--- config.mk ---
export PLATFORM = sky130hd
export DESIGN_NAME = rectangle_subtract_unit
export DESIGN_NICKNAME = d
export VERILOG_FILES = /design/src/rtl/rsub_pkg.sv /design/src/rtl/rsub_front.sv /design/src/rtl/rsub_queue.sv /design/src/rtl/rsub_back.sv /design/src/rtl/rectangle_subtract_unit.sv
export SDC_FILE = /design/constraint.sdc
export NUM_CORES = 1
export LEC_CHECK = 0
export BUFFER_PORTS_ARGS = -buffer_cell sky130_fd_sc_hd__buf_2
export CAP_MARGIN = 0
export CORE_MARGIN = 3
export CORE_UTILIZATION = 56
export CTS_CLUSTER_DIAMETER = 150
export CTS_CLUSTER_SIZE = 30
export DETAILED_ROUTE_END_ITERATION = 16
export PLACE_DENSITY = 0.75
export SLEW_MARGIN = 30
export SYNTH_ARGS = -nofsm -noshare
export SYNTH_HDL_FRONTEND = slang
export SYNTH_HIERARCHICAL = 1
export SYNTH_SLANG_ARGS = --single-unit
--- constraint.sdc ---
create_clock -name i_clk -period 26.3 [get_ports i_clk]
set_input_delay 5.26 -clock i_clk [delete_from_list [all_inputs] [get_ports i_clk]]
set_output_delay 5.26 -clock i_clk [all_outputs]
set_load 0.03 [all_outputs]
--- src/rtl/rsub_pkg.sv ---
// ----------------------------------------------------------------------------
// Rectangle subtract package
// Shared types and constants for the rectangle subtract unit.
// ----------------------------------------------------------------------------
package rsub_pkg;

    // One bit for each strip that survives the subtraction, in emission order.
    typedef struct packed {
        logic above;
        logic below;
        logic left;
        logic right;
    } t_piece_sel;

    localparam int SEL_BITS   = 4;
    localparam int INDEX_BITS = 2;

    // Number of coordinates carried per queued job.
    localparam int JOB_COORDS = 8;

    // Occupancy state of the job queue, reported to the front and back parts.
    typedef struct packed {
        logic full;
        logic empty;
    } t_queue_status;

endpackage

--- src/rtl/rsub_front.sv ---
// ----------------------------------------------------------------------------
// Rectangle subtract front part
// Accepts a box and a hole, classifies the overlap and builds a queue job.
// ----------------------------------------------------------------------------
module rsub_front
    import rsub_pkg::*;
#(
    parameter int COORD_BITS = 16
) (
    input  logic                                  i_valid,
    output logic                                  o_ready,
    input  logic signed [COORD_BITS-1:0]          i_box_x0,
    input  logic signed [COORD_BITS-1:0]          i_box_y0,
    input  logic signed [COORD_BITS-1:0]          i_box_x1,
    input  logic signed [COORD_BITS-1:0]          i_box_y1,
    input  logic signed [COORD_BITS-1:0]          i_hole_x0,
    input  logic signed [COORD_BITS-1:0]          i_hole_y0,
    input  logic signed [COORD_BITS-1:0]          i_hole_x1,
    input  logic signed [COORD_BITS-1:0]          i_hole_y1,
    input  t_queue_status                         i_q_status,
    output logic                                  o_push,
    output logic [SEL_BITS+JOB_COORDS*COORD_BITS-1:0] o_job
);

    logic                         box_empty;
    logic                         disjoint;
    t_piece_sel                   sel;
    logic signed [COORD_BITS-1:0] row_lo;
    logic signed [COORD_BITS-1:0] row_hi;

    // Classify the pair and choose the rows that bound the side strips.
    always_comb begin
        box_empty = (i_box_y0 >= i_box_y1) || (i_box_x0 >= i_box_x1);
        disjoint  = (i_hole_y0 >= i_hole_y1) || (i_hole_x0 >= i_hole_x1) ||
                    (i_hole_y0 >= i_box_y1)  || (i_hole_y1 <= i_box_y0)  ||
                    (i_hole_x0 >= i_box_x1)  || (i_hole_x1 <= i_box_x0);
        sel    = '0;
        row_lo = i_box_y0;
        row_hi = i_box_y1;
        if (box_empty) begin
            sel = '0;
        end else if (disjoint) begin
            // The whole box goes out as an upper strip ending at the box bottom.
            sel.above = 1'b1;
            row_lo    = i_box_y1;
        end else begin
            sel.above = (i_hole_y0 > i_box_y0);
            sel.below = (i_hole_y1 < i_box_y1);
            sel.left  = (i_hole_x0 > i_box_x0);
            sel.right = (i_hole_x1 < i_box_x1);
            if (sel.above) begin
                row_lo = i_hole_y0;
            end
            if (sel.below) begin
                row_hi = i_hole_y1;
            end
        end
    end

    // An item is taken whenever the queue has room; items with no pieces vanish here.
    assign o_ready = !i_q_status.full;
    assign o_push  = i_valid && !i_q_status.full && (sel != '0);
    assign o_job   = {sel, i_box_x0, i_box_y0, i_box_x1, i_box_y1,
                      i_hole_x0, i_hole_x1, row_lo, row_hi};

endmodule

--- src/rtl/rsub_queue.sv ---
// ----------------------------------------------------------------------------
// Rectangle subtract job queue
// Small first-in first-out buffer between the front and back parts.
// ----------------------------------------------------------------------------
module rsub_queue
    import rsub_pkg::*;
#(
    parameter int WIDTH = 132,
    parameter int DEPTH = 2
) (
    input  logic             i_clk,
    input  logic             i_rst_n,
    input  logic             i_push,
    input  logic [WIDTH-1:0] i_data,
    input  logic             i_pop,
    output logic [WIDTH-1:0] o_data,
    output t_queue_status    o_status
);

    localparam int PTR_BITS = (DEPTH > 1) ? $clog2(DEPTH) : 1;
    localparam int CNT_BITS = $clog2(DEPTH + 1);

    logic [WIDTH-1:0]    r_mem [DEPTH];
    logic [PTR_BITS-1:0] r_wr_ptr, n_wr_ptr;
    logic [PTR_BITS-1:0] r_rd_ptr, n_rd_ptr;
    logic [CNT_BITS-1:0] r_count, n_count;

    // Pointer and occupancy update.
    always_comb begin
        n_wr_ptr = r_wr_ptr;
        n_rd_ptr = r_rd_ptr;
        n_count  = r_count;
        if (i_push) begin
            n_wr_ptr = (r_wr_ptr == PTR_BITS'(DEPTH - 1)) ? '0 : r_wr_ptr + 1'b1;
        end
        if (i_pop) begin
            n_rd_ptr = (r_rd_ptr == PTR_BITS'(DEPTH - 1)) ? '0 : r_rd_ptr + 1'b1;
        end
        if (i_push && !i_pop) begin
            n_count = r_count + 1'b1;
        end else if (i_pop && !i_push) begin
            n_count = r_count - 1'b1;
        end
    end

    always_ff @(posedge i_clk) begin
        if (!i_rst_n) begin
            r_wr_ptr <= '0;
            r_rd_ptr <= '0;
            r_count  <= '0;
        end else begin
            r_wr_ptr <= n_wr_ptr;
            r_rd_ptr <= n_rd_ptr;
            r_count  <= n_count;
        end
    end

    // Storage needs no reset.
    always_ff @(posedge i_clk) begin
        if (i_push) begin
            r_mem[r_wr_ptr] <= i_data;
        end
    end

    assign o_data         = r_mem[r_rd_ptr];
    assign o_status.full  = (r_count == CNT_BITS'(DEPTH));
    assign o_status.empty = (r_count == '0);

endmodule

--- src/rtl/rsub_back.sv ---
// ----------------------------------------------------------------------------
// Rectangle subtract back part
// Walks each job's strips; one piece per cycle unless the output stalls.
// ----------------------------------------------------------------------------
module rsub_back
    import rsub_pkg::*;
#(
    parameter int COORD_BITS = 16
) (
    input  logic                                      i_clk,
    input  logic                                      i_rst_n,
    input  t_queue_status                             i_q_status,
    input  logic [SEL_BITS+JOB_COORDS*COORD_BITS-1:0] i_job,
    output logic                                      o_pop,
    output logic                                      o_busy,
    output logic                                      o_valid,
    input  logic                                      i_ready,
    output logic signed [COORD_BITS-1:0]              o_piece_x0,
    output logic signed [COORD_BITS-1:0]              o_piece_y0,
    output logic signed [COORD_BITS-1:0]              o_piece_x1,
    output logic signed [COORD_BITS-1:0]              o_piece_y1,
    output logic [INDEX_BITS-1:0]                     o_piece_index,
    output logic                                      o_last_piece
);

    localparam int CW = JOB_COORDS * COORD_BITS;

    // Current job, held while it still has strips to emit.
    logic                   r_busy;
    t_piece_sel             r_sel;
    logic [INDEX_BITS-1:0]  r_index;
    logic [CW-1:0]          r_coords;

    // Output register.
    logic                          r_out_valid;
    logic signed [COORD_BITS-1:0]  r_x0, r_y0, r_x1, r_y1;
    logic [INDEX_BITS-1:0]         r_out_index;
    logic                          r_out_last;

    t_piece_sel                   src_sel;
    t_piece_sel                   rem_sel;
    logic [CW-1:0]                src_coords;
    logic [INDEX_BITS-1:0]        src_index;
    logic signed [COORD_BITS-1:0] bx0, by0, bx1, by1, hx0, hx1, row_lo, row_hi;
    logic signed [COORD_BITS-1:0] px0, py0, px1, py1;
    logic                         can_load;
    logic                         fire;

    // Source is the held job, or the queue head when nothing is held.
    always_comb begin
        src_sel    = r_busy ? r_sel    : t_piece_sel'(i_job[SEL_BITS+CW-1:CW]);
        src_coords = r_busy ? r_coords : i_job[CW-1:0];
        src_index  = r_busy ? r_index  : '0;
        {bx0, by0, bx1, by1, hx0, hx1, row_lo, row_hi} = src_coords;
    end

    // Pick the first remaining strip in emission order.
    always_comb begin
        rem_sel = src_sel;
        px0 = bx0;
        py0 = by0;
        px1 = bx1;
        py1 = row_lo;
        priority if (src_sel.above) begin
            rem_sel.above = 1'b0;
        end else if (src_sel.below) begin
            rem_sel.below = 1'b0;
            py0 = row_hi;
            py1 = by1;
        end else if (src_sel.left) begin
            rem_sel.left = 1'b0;
            py0 = row_lo;
            px1 = hx0;
            py1 = row_hi;
        end else begin
            rem_sel.right = 1'b0;
            px0 = hx1;
            py0 = row_lo;
            py1 = row_hi;
        end
    end

    assign can_load = !r_out_valid || i_ready;
    assign fire     = can_load && (r_busy || !i_q_status.empty);
    assign o_pop    = fire && !r_busy;

    // Control state.
    always_ff @(posedge i_clk) begin
        if (!i_rst_n) begin
            r_busy      <= 1'b0;
            r_out_valid <= 1'b0;
        end else begin
            if (fire) begin
                r_out_valid <= 1'b1;
                r_busy      <= (rem_sel != '0);
            end else if (i_ready) begin
                r_out_valid <= 1'b0;
            end
        end
    end

    // Payload registers.
    always_ff @(posedge i_clk) begin
        if (fire) begin
            r_x0        <= px0;
            r_y0        <= py0;
            r_x1        <= px1;
            r_y1        <= py1;
            r_out_index <= src_index;
            r_out_last  <= (rem_sel == '0);
            r_sel       <= rem_sel;
            r_index     <= src_index + 1'b1;
            if (!r_busy) begin
                r_coords <= src_coords;
            end
        end
    end

    assign o_busy        = r_busy;
    assign o_valid       = r_out_valid;
    assign o_piece_x0    = r_x0;
    assign o_piece_y0    = r_y0;
    assign o_piece_x1    = r_x1;
    assign o_piece_y1    = r_y1;
    assign o_piece_index = r_out_index;
    assign o_last_piece  = r_out_last;

endmodule

--- src/rtl/rectangle_subtract_unit.sv ---
// ----------------------------------------------------------------------------
// Rectangle subtract unit
// Emits the non-overlapping pieces of a box that a hole leaves uncovered.
// ----------------------------------------------------------------------------
//  Channel | Direction | Handshake          | Payload
//  --------+-----------+--------------------+----------------------------------
//  input   | in        | i_valid / o_ready  | box and hole corners
//  output  | out       | o_valid / i_ready  | piece corners, index, last flag
//
//  An input item is classified in the cycle it is transferred and queued in a
//  two-entry job queue; its first piece then goes from the queue to the output register.
//  The back part emits one piece per cycle while the output is not stalled,
//  and an item gives one to four pieces; the emitter sets the sustained rate.
//  Items with no pieces are taken and dropped without output.
//  Reset clears the queue and the emitter; a stalled output holds its piece
//  while the queue keeps accepting items until it is full.
// ----------------------------------------------------------------------------
module rectangle_subtract_unit
    import rsub_pkg::*;
#(
    parameter int COORD_BITS = 16
) (
    input  logic                         i_clk,
    input  logic                         i_rst_n,
    input  logic                         i_valid,
    output logic                         o_ready,
    input  logic signed [COORD_BITS-1:0] i_box_x0,
    input  logic signed [COORD_BITS-1:0] i_box_y0,
    input  logic signed [COORD_BITS-1:0] i_box_x1,
    input  logic signed [COORD_BITS-1:0] i_box_y1,
    input  logic signed [COORD_BITS-1:0] i_hole_x0,
    input  logic signed [COORD_BITS-1:0] i_hole_y0,
    input  logic signed [COORD_BITS-1:0] i_hole_x1,
    input  logic signed [COORD_BITS-1:0] i_hole_y1,
    output logic                         o_valid,
    input  logic                         i_ready,
    output logic signed [COORD_BITS-1:0] o_piece_x0,
    output logic signed [COORD_BITS-1:0] o_piece_y0,
    output logic signed [COORD_BITS-1:0] o_piece_x1,
    output logic signed [COORD_BITS-1:0] o_piece_y1,
    output logic [INDEX_BITS-1:0]        o_piece_index,
    output logic                         o_last_piece
);

    localparam int JOB_BITS = SEL_BITS + JOB_COORDS * COORD_BITS;

    logic                q_push;
    logic                q_pop;
    logic [JOB_BITS-1:0] q_wr_job;
    logic [JOB_BITS-1:0] q_rd_job;
    t_queue_status       q_status;
    logic                back_busy;

    // Front part: classification.
    rsub_front #(
        .COORD_BITS (COORD_BITS)
    ) u_front (
        .i_valid    (i_valid),
        .o_ready    (o_ready),
        .i_box_x0   (i_box_x0),
        .i_box_y0   (i_box_y0),
        .i_box_x1   (i_box_x1),
        .i_box_y1   (i_box_y1),
        .i_hole_x0  (i_hole_x0),
        .i_hole_y0  (i_hole_y0),
        .i_hole_x1  (i_hole_x1),
        .i_hole_y1  (i_hole_y1),
        .i_q_status (q_status),
        .o_push     (q_push),
        .o_job      (q_wr_job)
    );

    // Job queue between the two parts.
    rsub_queue #(
        .WIDTH (JOB_BITS),
        .DEPTH (2)
    ) u_queue (
        .i_clk    (i_clk),
        .i_rst_n  (i_rst_n),
        .i_push   (q_push),
        .i_data   (q_wr_job),
        .i_pop    (q_pop),
        .o_data   (q_rd_job),
        .o_status (q_status)
    );

    // Back part: piece emission.
    rsub_back #(
        .COORD_BITS (COORD_BITS)
    ) u_back (
        .i_clk         (i_clk),
        .i_rst_n       (i_rst_n),
        .i_q_status    (q_status),
        .i_job         (q_rd_job),
        .o_pop         (q_pop),
        .o_busy        (back_busy),
        .o_valid       (o_valid),
        .i_ready       (i_ready),
        .o_piece_x0    (o_piece_x0),
        .o_piece_y0    (o_piece_y0),
        .o_piece_x1    (o_piece_x1),
        .o_piece_y1    (o_piece_y1),
        .o_piece_index (o_piece_index),
        .o_last_piece  (o_last_piece)
    );

    // Every emitted piece covers at least one cell.
    a_piece_nonempty: assert property (@(posedge i_clk) disable iff (!i_rst_n)
        o_valid |-> (o_piece_x0 < o_piece_x1) && (o_piece_y0 < o_piece_y1))
        else $error("empty piece emitted");

    // A piece that is not the last one leaves a job held in the back part.
    a_more_pieces_held: assert property (@(posedge i_clk) disable iff (!i_rst_n)
        o_valid && !o_last_piece |-> back_busy)
        else $error("non-final piece without a held job");

    // The queue is never popped when empty nor pushed when full.
    a_queue_safe: assert property (@(posedge i_clk) disable iff (!i_rst_n)
        !(q_pop && q_status.empty) && !(q_push && q_status.full))
        else $error("job queue overrun or underrun");

    // After a final piece is taken, the next piece starts a new run.
    a_index_restart: assert property (@(posedge i_clk) disable iff (!i_rst_n)
        o_valid && i_ready && o_last_piece ##1 o_valid |-> o_piece_index == '0)
        else $error("piece index did not restart");

endmodule
==> results by group <==
Run status
  • Outcome: finished clean

STA
  • Setup TNS: 0 ns
  • Post-layout min period: between 9 and 10 ns
  • Hold_ws: 0.572 ns
  • Worst-margin pin slew: 0.914 ns
  • Fin. Hold Viols: 0
  • Period utilization: 0.374
  • Slew margin rel.: 0.391
  • Worst Skew: just under 0.05 ns
  • Setup violators final: 0
  • Fmax: 0.102 GHz
  • RSZ-0062 raised after global routing: false
  • Slew Limit Fails: 0

Clock network
  • # hold bufs at CTS: 0
  • CTS tree: done
  • # H-tree levels: 1
  • # resized after CTS: 0
  • Root buf cell: clkbuf_16
  • Setup Fix Bufs, Post-CTS: 0
  • CTS Sinks: 455
  • Clock Path Buffers: 3
  • CTS buffer count: 19
  • Worst skew pair latency: approximately 0.57 ns
  • Clk slew on worst S/H paths: approximately 0.11 ns

Floorplanning
  • I/O pin count: 201
  • Core area: 42400 µm²
  • Initial cell density of the core: 0.573
  • Die Wd: 214 µm
  • Die height: 214 µm
  • Rows: 75
  • Die Area: 45900 µm²

Power
  • Peak VDD IR: around 0.096 mV
  • PD cells: 89.4 nW/µm²
  • Pleak: approximately 10 nW

Global routing
  • Vias in the first global route: 14100
  • First-pass GRT wire length: 85.4 mm
  • Total GRT Usage: 0.240
  • Gr ovfl total: 0
  • Initial antenna violation count: 6
  • Largest net degree at the start of global routing: 60

Synth
  • Dominant cell type by area after synthesis: edfxtp_1
  • Post-synthesis mux area share: 0.165
  • Syn Area/Cell: 14.2 µm²
  • Top_reg_cell synth: edfxtp_1
  • Adder-cell share of the synthesized area: 0.0984
  • Synthesized instance count: 1713
  • Synth top area share: 0.554
  • Mapped Nets: between 2000 and 2500
  • EDFF count, synth: 448
  • Post-synthesis async set-or-reset flop share: 0
  • Synth top area cells: edfxtp_1, ha_1, mux2_2
  • Syn. warnings: 6
  • Yosys reg bits: 455
  • Mapped Area: between 20000 and 25000 µm²
  • Sequential fraction of the synthesis area: 0.560
  • Count of cell types in the netlist: between 60 and 70
  • Compound-gate portion of the synthesized area: 0.0663
  • Main combinational cell family by area after synthesis: multiplexers
  • Simple-Gate Fraction of Synth Area: 0.0448
  • Xor and xnor fraction of the mapped netlist area: 0.00144

Routing
  • DR vias: 14100
  • Wirelength, routed: 56.3 mm
  • DRC Markers: 0
  • Initial DRC Count: 1270
  • Final ANT Viol Nets: 0
  • WL per Instance: about 24 µm
  • DR pass1 iterations: 7
  • Vias per std cell: just under 6

Worst setup path
  • Reg2reg end: u_back/r_coords[89]
  • R2r setup slk: around 22 ns
  • Slowest library cell on the worst path: nor2b_4
  • CP arrival: 10.03 ns
  • Worst r2r src: u_queue/r_count[0]
  • Cell Chain, Critical Path: buf_2, inv_1, ha_1, a21o_1, a221o_1, a221oi_1, nand2_1, mux2i_1, nand3_1, nand3b_1, a21oi_1, nor2b_4, buf_4
  • Worst setup EP type: flop
  • CP startpoint kind: input pin
  • R2R depth: 6
  • Crit-path max FO: 59
  • Slowest stage delay, CP: 0.78 ns
  • Worst path required time: ~26 ns
  • Crit Path Class: in2reg

Placement
  • Dpl cells: 2352
  • RePlAce Congestion: 0.891
  • Post-DP HPWL: 41.0 mm
  • PortBufs: 200

Run
  • Max Cap Violations: 0

Worst hold path
  • Hold Path Depth: 2
  • Hold endpoint: u_queue/r_count[1]
  • HP Start: u_queue/r_count[1]
  • Worst min path class: reg2reg

Finish
  • Post-Route Utilization: 0.606
  • Layout Nets: 2120
  • Fin cells: between 2000 and 2500
  • Share of cells above drive strength 1: 0.293
  • Area grow syn2layout: 5.88%
per-layer routing:
layer | up-vias | wire [µm] | GRT usage
li1 | 6573 | - | -
met1 | 7033 | 25600 | 0.356
met2 | 469 | 25900 | 0.383
met4 | 4 | 1050 | 0.0528
met3 | 65 | 3770 | 0.0317
met5 | - | 23 | 0
cells by family after synthesis:
family,after synthesis
AND/OR/NAND/NOR,206
multiplexers,332
XOR/XNOR,4
flip-flops,455
AO/OA/AOI/OAI,245
adder cells (fa/ha/maj),191
buffers and inverters,280
cell usage after synthesis (3+ instances only):
master and number:
mux2_4 90, nand2b_1 8, nor2_1 58, nor3_1 7, a21o_1 24, or3_1 3
nand2_1 31, clkbuf_1 14, o211ai_1 9, nor4_1 7, dfxtp_1 7, and4_1 7
buf_1 3, o21a_1 5, a41oi_1 16, a21oi_1 98, xor2_1 3, a2111oi_0 6
ha_1 191, a31oi_1 18, nand4_1 28, o22a_1 16, mux2_2 188, inv_1 125
mux2i_1 53, nor2b_1 19, edfxtp_1 448, buf_2 29, buf_4 96, nand3_1 17
o21ai_0 20, buf_6 11, a211o_1 3, a211oi_1 12, and2_1 8
placed cells by master (no fill, tap or decap), drive strengths merged, types with 8 or more instances in the layout:
| cell type | netlist | final |
|---|---|---|
| a211oi | 12 | 12 |
| a21o | 24 | 24 |
| a21oi | 98 | 98 |
| a31oi | 18 | 18 |
| a41oi | 16 | 16 |
| and2 | 9 | 9 |
| and4 | 8 | 8 |
| buf | 141 | 218 |
| clkbuf | 14 | 32 |
| edfxtp | 448 | 448 |
| ha | 191 | 191 |
| inv | 125 | 126 |
| mux2 | 279 | 279 |
| mux2i | 53 | 53 |
| nand2 | 31 | 31 |
| nand2b | 8 | 8 |
| nand3 | 17 | 17 |
| nand4 | 29 | 29 |
| nor2 | 58 | 58 |
| nor2b | 19 | 19 |
| nor3 | 8 | 8 |
| o211ai | 9 | 9 |
| o21ai | 22 | 22 |
| o22a | 16 | 16 |
area by class of cell:
type                            instances  area (µm²)
Fill cell                            3286       16700
Clock buffer                           32         524
Sequential cell                       455       13600
Tap cell                              577         722
Inverter                              125         469
Antenna cell                            3        7.51
Clock inverter                          2        38.8
Multi-Input combinational cell        978        9170
Timing Repair Buffer                  218        1180
where the power goes:
group	total (W)	switching (W)	internal (W)	leakage [nW]
clock	0.000356	0.000214	0.000142	0.265
combinational	0.000817	0.000511	0.000306	5.55
sequential	0.00113	0.0000641	0.00106	4.20
total	0.00230	0.000789	0.00151	10.0
sequential cells by signal (all words and copies together) (netlist names), 3 cells and up, named ones only:
register	flops
u_queue/r_mem	264
u_back/r_coords	112
u_back/o_piece_x0	16
u_back/o_piece_x1	16
u_back/o_piece_y0	16
u_back/o_piece_y1	16
u_back/r_sel	3
critical path, delay by kind of cell:
kind	cells	cell delay, ns
AND/OR/NAND/NOR	4	1.98
buffers and inverters	3	1.07
AO/OA/AOI/OAI	4	1.07
adder cells (fa/ha/maj)	1	0.29
multiplexers	1	0.24
through the flow:
stage | cell area, µm² | setup slack (ns) | total power, W
detailed placement | 25100 | 15.93 | 0.00196
global placement | 25100 | 15.87 | 0.00194
finish | 25700 | 16.46 | 0.00230
global route | 25700 | 16.16 | 0.00241
floorplan | 24300 | 11.28 | 0.00176
CTS | 25700 | 16.52 | 0.00231
worst max-delay path by stage:
stage | from | end
after floorplan | i_ready | u_queue/r_count[1]
after global placement | i_box_x1[9] | u_queue/r_mem[1][122]
after global routing | i_box_x1[9] | u_queue/r_mem[0][131]
after CTS | i_box_x1[9] | u_queue/r_mem[0][50]
after detailed placement | i_box_x1[9] | u_queue/r_mem[0][88]
final | i_box_x1[9] | u_queue/r_mem[0][82]
(Power assumes the default switching activity.)
